--- src/sv/bbq_pkg.sv ---
// Shared types, constants and result codes for the box overlap query block.
`timescale 1ns / 1ps
`default_nettype none
package bbq_pkg;

  localparam int NODE_COUNT_DEF  = 1024;
  localparam int STACK_DEPTH_DEF = 256;
  localparam int COORD_BITS_DEF  = 32;

  // Root register reset value: empty tree
  localparam logic [10:0] ROOT_RESET = 11'd1024;

  // Closing and hit status codes
  localparam logic [1:0] ST_HIT   = 2'd0;
  localparam logic [1:0] ST_DONE  = 2'd1;
  localparam logic [1:0] ST_LIMIT = 2'd2;
  localparam logic [1:0] ST_ABORT = 2'd3;

  // Action codes on the request channel
  localparam logic ACT_WRITE = 1'b0;
  localparam logic ACT_QUERY = 1'b1;

  // Normalized command passed from front to back
  typedef struct packed {
    logic               query;
    logic [9:0]         idx;
    logic signed [31:0] lx;
    logic signed [31:0] ly;
    logic signed [31:0] lz;
    logic signed [31:0] hx;
    logic signed [31:0] hy;
    logic signed [31:0] hz;
    logic [10:0]        left;
    logic [10:0]        right;
    logic [5:0]         limit;
  } cmd_t;

  // One result item
  typedef struct packed {
    logic [9:0] hit_node;
    logic [5:0] hit_count;
    logic [1:0] status;
    logic       last;
  } res_t;

endpackage
`default_nettype wire

--- src/sv/bbq_if.sv ---
// Request and response channel interfaces for the box overlap query block.
`timescale 1ns / 1ps
`default_nettype none
interface bbq_in_if;
  logic               valid;
  logic               ready;
  logic               action;
  logic [9:0]         node_index;
  logic signed [31:0] min_x;
  logic signed [31:0] min_y;
  logic signed [31:0] min_z;
  logic signed [31:0] max_x;
  logic signed [31:0] max_y;
  logic signed [31:0] max_z;
  logic [10:0]        left_child;
  logic [10:0]        right_child;
  logic [5:0]         hit_limit;

  modport source (output valid, action, node_index, min_x, min_y, min_z,
                  max_x, max_y, max_z, left_child, right_child, hit_limit,
                  input ready);
  modport sink (input valid, action, node_index, min_x, min_y, min_z,
                max_x, max_y, max_z, left_child, right_child, hit_limit,
                output ready);
endinterface

`default_nettype wire

--- src/sv/bbq_front.sv ---
// Front end: accepts items, normalizes coordinates, drops bad writes, queues commands.
`timescale 1ns / 1ps
`default_nettype none
module bbq_front #(
  parameter int NODE_COUNT = bbq_pkg::NODE_COUNT_DEF,
  parameter int COORD_BITS = bbq_pkg::COORD_BITS_DEF
) (
  input  wire logic          clk,
  input  wire logic          rst,
  bbq_in_if.sink             req,
  output logic               cq_valid,
  input  wire logic          cq_ready,
  output bbq_pkg::cmd_t      cq_cmd
);

  bbq_pkg::cmd_t q [2];
  logic          wp;
  logic          rp;
  logic [1:0]    cnt;
  bbq_pkg::cmd_t cmd;
  logic          drop;
  logic          push;
  logic          pop;

  // Take low COORD_BITS and sign extend
  function automatic logic signed [31:0] sx(input logic [31:0] v);
    logic signed [COORD_BITS-1:0] t;
    t = v[COORD_BITS-1:0];
    return 32'(t);
  endfunction

  // Classify and normalize the incoming item
  always_comb begin
    cmd.query = (req.action == bbq_pkg::ACT_QUERY);
    cmd.idx   = req.node_index;
    cmd.lx    = sx(req.min_x);
    cmd.ly    = sx(req.min_y);
    cmd.lz    = sx(req.min_z);
    cmd.hx    = sx(req.max_x);
    cmd.hy    = sx(req.max_y);
    cmd.hz    = sx(req.max_z);
    cmd.left  = req.left_child;
    cmd.right = req.right_child;
    cmd.limit = req.hit_limit;
  end

  // Writes past the node memory are ignored
  assign drop = (req.action == bbq_pkg::ACT_WRITE) && (32'(req.node_index) >= NODE_COUNT);

  assign req.ready = (cnt != 2'd2);
  assign push      = req.valid && req.ready && !drop;
  assign pop       = cq_valid && cq_ready;
  assign cq_valid  = (cnt != 2'd0);
  assign cq_cmd    = q[rp];

  // Two-entry command queue
  always_ff @(posedge clk) begin
    if (rst) begin
      wp  <= 1'b0;
      rp  <= 1'b0;
      cnt <= 2'd0;
    end else begin
      if (push) begin
        q[wp] <= cmd;
        wp    <= ~wp;
      end
      if (pop) rp <= ~rp;
      cnt <= cnt + {1'b0, push} - {1'b0, pop};
    end
  end

endmodule
`default_nettype wire

--- src/flat_wrapper.sv ---
// flat-port wrapper written by rule: the top's interface ports become plain ports
module bbq_front_flat 
#(
  parameter int NODE_COUNT = bbq_pkg::NODE_COUNT_DEF,
  parameter int COORD_BITS = bbq_pkg::COORD_BITS_DEF
)
  (clk, rst, cq_valid, cq_ready, cq_cmd, req_valid, req_action, req_node_index, req_min_x, req_min_y, req_min_z, req_max_x, req_max_y, req_max_z, req_left_child, req_right_child, req_hit_limit, req_ready);
  bbq_in_if req_i ();
  input  wire logic clk;
  input  wire logic rst;
  output logic cq_valid;
  input  wire logic cq_ready;
  output bbq_pkg::cmd_t cq_cmd;
  input wire logic [$bits(req_i.valid)-1:0] req_valid;
  input wire logic [$bits(req_i.action)-1:0] req_action;
  input wire logic [$bits(req_i.node_index)-1:0] req_node_index;
  input wire logic [$bits(req_i.min_x)-1:0] req_min_x;
  input wire logic [$bits(req_i.min_y)-1:0] req_min_y;
  input wire logic [$bits(req_i.min_z)-1:0] req_min_z;
  input wire logic [$bits(req_i.max_x)-1:0] req_max_x;
  input wire logic [$bits(req_i.max_y)-1:0] req_max_y;
  input wire logic [$bits(req_i.max_z)-1:0] req_max_z;
  input wire logic [$bits(req_i.left_child)-1:0] req_left_child;
  input wire logic [$bits(req_i.right_child)-1:0] req_right_child;
  input wire logic [$bits(req_i.hit_limit)-1:0] req_hit_limit;
  output wire logic [$bits(req_i.ready)-1:0] req_ready;
  assign req_i.valid = req_valid;
  assign req_i.action = req_action;
  assign req_i.node_index = req_node_index;
  assign req_i.min_x = req_min_x;
  assign req_i.min_y = req_min_y;
  assign req_i.min_z = req_min_z;
  assign req_i.max_x = req_max_x;
  assign req_i.max_y = req_max_y;
  assign req_i.max_z = req_max_z;
  assign req_i.left_child = req_left_child;
  assign req_i.right_child = req_right_child;
  assign req_i.hit_limit = req_hit_limit;
  assign req_ready = req_i.ready;
  bbq_front #(.NODE_COUNT(NODE_COUNT), .COORD_BITS(COORD_BITS)) u_core (.clk(clk), .rst(rst), .req(req_i), .cq_valid(cq_valid), .cq_ready(cq_ready), .cq_cmd(cq_cmd));
endmodule
--- config.mk ---
export PLATFORM = sky130hd
export DESIGN_NAME = bbq_front_flat
export DESIGN_NICKNAME = d
export VERILOG_FILES = /design/src/sv/bbq_pkg.sv /design/src/sv/bbq_if.sv /design/src/sv/bbq_front.sv /design/src/flat_wrapper.sv
export SDC_FILE = /design/constraint.sdc
export NUM_CORES = 1
export LEC_CHECK = 0
export BUFFER_PORTS_ARGS = -buffer_cell sky130_fd_sc_hd__buf_2
export CORE_MARGIN = 8
export CORE_UTILIZATION = 41
export CTS_BUF_LIST = sky130_fd_sc_hd__clkbuf_8
export DETAILED_ROUTE_END_ITERATION = 7
export PLACE_DENSITY = 0.76
export SYNTH_ARGS = -nofsm -noshare
export SYNTH_HDL_FRONTEND = slang
export SYNTH_SLANG_ARGS = --single-unit
--- constraint.sdc ---
create_clock -name clk -period 23.6 [get_ports clk]
set_clock_uncertainty 0.15 [all_clocks]
set_input_delay 2.36 -clock clk [delete_from_list [all_inputs] [get_ports clk]]
set_output_delay 2.36 -clock clk [all_outputs]
set_load 0.05 [all_outputs]
---- Word-level counts from Yosys, hierarchy flattened ----
Memory sizes are Yosys's and may differ from the RTL's. A register that Yosys moved wholly into a read port is not among the register bits.
Index checks and enable logic that the tools add are counted.
storage, ports and cells
  memories ................................ 1
  bits in registers ....................... 4
  word-level logic and storage cells ...... 17
  RAM bits ................................ 462
  output and inout port bits .............. 233
memory list
  name      depth  width  read ports  clocked after Yosys merged registers in  write ports  RTL line         source
  u_core.q  2      231    1           1                                        1            bbq_front.sv:16  bbq_pkg::cmd_t q [2];
operators by class
  bitwise logic cells ..................... 2
  $add $sub $neg .......................... 2
  eq/ne operators ......................... 1
  muxes and demuxes ....................... 5
  reduce and logical (&&, ||, !) cells .... 3
operators by type and width
  operator                                       number
  2-to-1 mux 1 bit                               5
  adder 2 x 1 -> 2 bit                           1
  logical AND 1 bit                              2
  inequality test 2 bit (second input constant)  1
  NOT 1 bit                                      2
  nonzero test 2 bit                             1
  subtractor 2 x 1 -> 2 bit                      1

---- Longest topological paths before layout ----
  depth after elaboration ................. 5
  mapped depth ............................ 5

---- Worst setup path before layout ----
OpenSTA, ideal clock, no wires.
  path type ............................... input to register
  start ................................... input rst
  end ..................................... memory u_core.q[1][0] (netlist name) (enable)
  stages .................................. 2
  library setup time ...................... 1.152 ns
  slack ................................... 3.031 ns
  required time ........................... 22.298 ns
  arrival ................................. 19.266 ns
  cell sequence ........................... clkbuf_1 nor3b_1
on the way
  word-level cells in the longest chain between the ends .. 2
RTL lines
  item                                    RTL line            source
  start, declared                         flat_wrapper.sv:10  input wire logic rst;
  2-to-1 mux 1 bit                        bbq_front.sv:58     if (rst) begin
  2-to-1 mux 1 bit (not written as such)  bbq_front.sv:64     q[wp] <= cmd;
  end, declared                           bbq_front.sv:16
Every way passes these cells.

==> results by group <==
Worst setup path
  • FF-to-FF Start: u_core.cnt[1]$_SDFF_PP0_
  • Reg-to-Reg End: u_core.q[1][95]$_DFFE_PP_
  • R2R cell count: 6
  • Slowest stage delay, CP: approximately 0.96 ns
  • R2r setup slk: 20.33 ns
  • Worst EP required: ~21 ns
  • Crit-path cells: buf_4 -> mux2_4 -> buf_2
  • CP max-delay cell: buf_4
  • CP startpoint kind: flip-flop
  • CP endpoint kind: output pin
  • CP Max Fanout: between 60 and 70
  • Crit path kind: reg2out
  • Worst EP arrival: roughly 3.2 ns

Synth
  • Syn nets: roughly 990
  • Async SR Flop Fraction: 0
  • Gate Count Post-Synth: 750
  • Synth Flop Type: edfxtp_1
  • EDFF count, synth: between 400 and 500
  • Synth Cell Area: between 0.015 and 0.02 mm2
  • Synth Register Bits: 467
  • Mean Syn Cell Area: ~24 um2
  • Unique masters post-synth: 24
  • Syn. warnings: 0
  • Sequential-to-total area share from yosys stat: 0.7869

Clock network
  • Hold buffers post-CTS: 0
  • CTS H-tree lvls: 3
  • Clk buf depth: 3
  • CTS Buf Count: 77
  • Post-CTS setup buffer count: 0
  • # resized after CTS: 0
  • CTS tree: yes
  • Clk sinks: about 470
  • Clk_lat worst skew: just over 0.6 ns
  • Root buf cell: clkbuf_8
  • Worst-path clk slew: 0.06 ns

Route
  • Highest routed layer: met5
  • Antenna viol nets, final: 0
  • Vias: about 8900
  • Final wirelength: a little under 40000 um
  • Met3 WL post-DR: approximately 3500 um
  • Metal-1 WL: ~15000 um
  • First-pass iteration count of the detailed router: 4
  • Vias/cell: about 4.7
  • Met2 routed WL: about 20000 um
  • DRC viols: 0
  • 1st-iter DRT viols: approximately 500
  • DR WL/cell: 20.68 um

Timing
  • Period utilization: 0.2414
  • Setup violators final: 0
  • Max Clk Rate: 175.5 MHz
  • Rel. slew slack: 0.2470
  • Hold Slack: roughly 0.39 ns
  • Max Slew Vio Count: 0
  • Sum Neg Setup Slack: 0 ns
  • Final critical-path required period: roughly 5.7 ns
  • Number of failing hold endpoints at the final stage: 0
  • Slew @ Worst Pin: around 1.1 ns
  • RSZ-0062 raised after global routing: no
  • Setup WS post-layout: roughly 18 ns

Pwr
  • VDD IR max: about 0.1 mV
  • Tot Pwr: around 2.5 mW
  • Int Power: around 1.6 mW
  • Comb power frac: 0.346
  • Pwr Density: 115.7 mW/mm2
  • Net Sw Frac: 0.3656
  • Share of power burned in registers: 0.403
  • Sw Pwr: between 0.9 and 1 mW
  • Leakage power total: between 8 and 9 nW
  • Clk pwr share: 0.251

Placed design
  • Worst slack, placed: between 15 and 20 ns
  • Count of input and output buffers: roughly 470
  • Placed inst area: ~0.021 mm2
  • Gpl congestion: approximately 0.80
  • Post-DP HPWL: around 27000 um

Finish
  • Share of post-route cells with drive strength above 1: 0.6014
  • Fin area: 0.02200 mm2
  • Commonest non-fill, non-tap cell in the layout: buf_2
  • Synthesis-to-finish area growth: 23.88%
  • NumNets Final: 1515
  • Register area: approximately 0.014 mm2
  • Fillers: approximately 3400
  • Multi-input gate area: ~0.0035 mm2
  • Most frequent cells in the layout: 467 x buf_2, 462 x edfxtp_1, 190 x mux2_4

Flow run
  • Max_cap viols: 0

Worst hold path
  • Hold Path Sink: u_core.wp$_SDFFE_PP0P_
  • Hold Crit Class: reg2reg
  • Hold path startpoint: u_core.wp$_SDFFE_PP0P_
  • Hold-critical path depth: 2

Floorplan
  • Top Ports: approximately 470
  • Die area: between 0.05 and 0.06 mm2
  • Die H: 224.1 um
  • Initial Utilization: 0.4141
  • Row cnt: 76
  • Die width: between 200 and 250 um
  • Core footprint: between 0.04 and 0.05 mm2

Global routing
  • Initial antenna violation count: 10
  • Total grt overflow: 0
  • GRT Total Usage: 0.1504
  • Global-route wire length before repair: between 50000 and 60000 um
  • Largest net degree at the start of global routing: 120
  • Vias in the first global route: between 9000 and 10000

Status
  • Status: finished clean
==> sequential cells by signal (all words and copies together) (netlist names), named ones only <==
signal / count
u_core.rp: 1
u_core.wp: 1
u_core.cnt: 2
u_core.q: 462
==> Yosys cell counts (all sizes together), types with 2 or more instances <==
master	number	area, um2
edfxtp	462	13870
mux2	232	3326
buf	26	314.0
dfxtp	5	100.1
inv	3	11.26
nor2	3	11.26
nor2b	3	18.77
nor3	3	15.01
nand2	2	7.510
==> per-layer routing <==
metal / global-route usage / up-vias
li1: - / 4057
met1: 0.1588 / 4431
met2: 0.2609 / 371
met3: 0.05912 / 76
met4: 0.07243 / 10
met5: 0 / -
==> power groups by stage <==
stage	Sequential, mW	Clock (mW)	Combinational [mW]
final	1.03	0.638	0.881
after global routing	1.03	0.696	0.914
after CTS	1.03	0.663	0.890
after detailed placement	1.04	0	0.888
after global placement	1.04	0	0.881
after floorplan	1.06	0	0.748
==> layout make-up <==
cell class                      instances  share of cell area
Multi-Input combinational cell        253              0.1575
Clock buffer                           82             0.05131
Timing Repair Buffer                  477              0.1102
Clock inverter                         50             0.01132
Tap cell                              585             0.03327
Sequential cell                       467              0.6354
Antenna cell                            4           0.0004550
Inverter                                3           0.0005119
==> cells by family after synthesis <==
group / after synthesis / share of synthesized area
AOI/OAI and AO/OA: 4 / 0.001409
xor gates and xnor gates: 1 / 0.0004933
adders and majority gates: 1 / 0.0007045
buffers and inverters: 30 / 0.01853
DFF: 467 / 0.7869
muxes: 233 / 0.1879
and+or+nand+nor: 14 / 0.004087
==> worst max path at each step <==
| stage | startpoint | to | slack (ns) | depth (start not counted) |
|---|---|---|---|---|
| 5_1_grt | flip-flop | cq_cmd[230] | 17.73 | 3 |
| 6_report | flip-flop | cq_cmd[195] | 17.90 | 3 |
| 3_5_place_dp | req_valid | u_core.q[1][98]$_DFFE_PP_ | 18.47 | 5 |
| 2_1_floorplan | rst | u_core.q[1][0]$_DFFE_PP_ | 3.03 | 2 |
| 3_3_place_gp | req_valid | u_core.q[1][94]$_DFFE_PP_ | 18.55 | 5 |
| 4_1_cts | flip-flop | cq_cmd[230] | 17.81 | 3 |
==> worst max-delay path: cells and delay by family (launching register included) <==
| kind | cells | cell delay [ns] |
|---|---|---|
| muxes | 1 | 0.32 |
| DFF | 1 | 0.90 |
| buffers and inverters | 2 | 1.23 |
==> metrics by stage <==
step	util	cells
after floorplan	-	750
after global placement	0.4806	1785
after detailed placement	0.4806	1785
after CTS	0.5127	1917
after global routing	0.5129	1921
final	0.5129	1921
No activity file was read; power rests on OpenSTA's default activity.
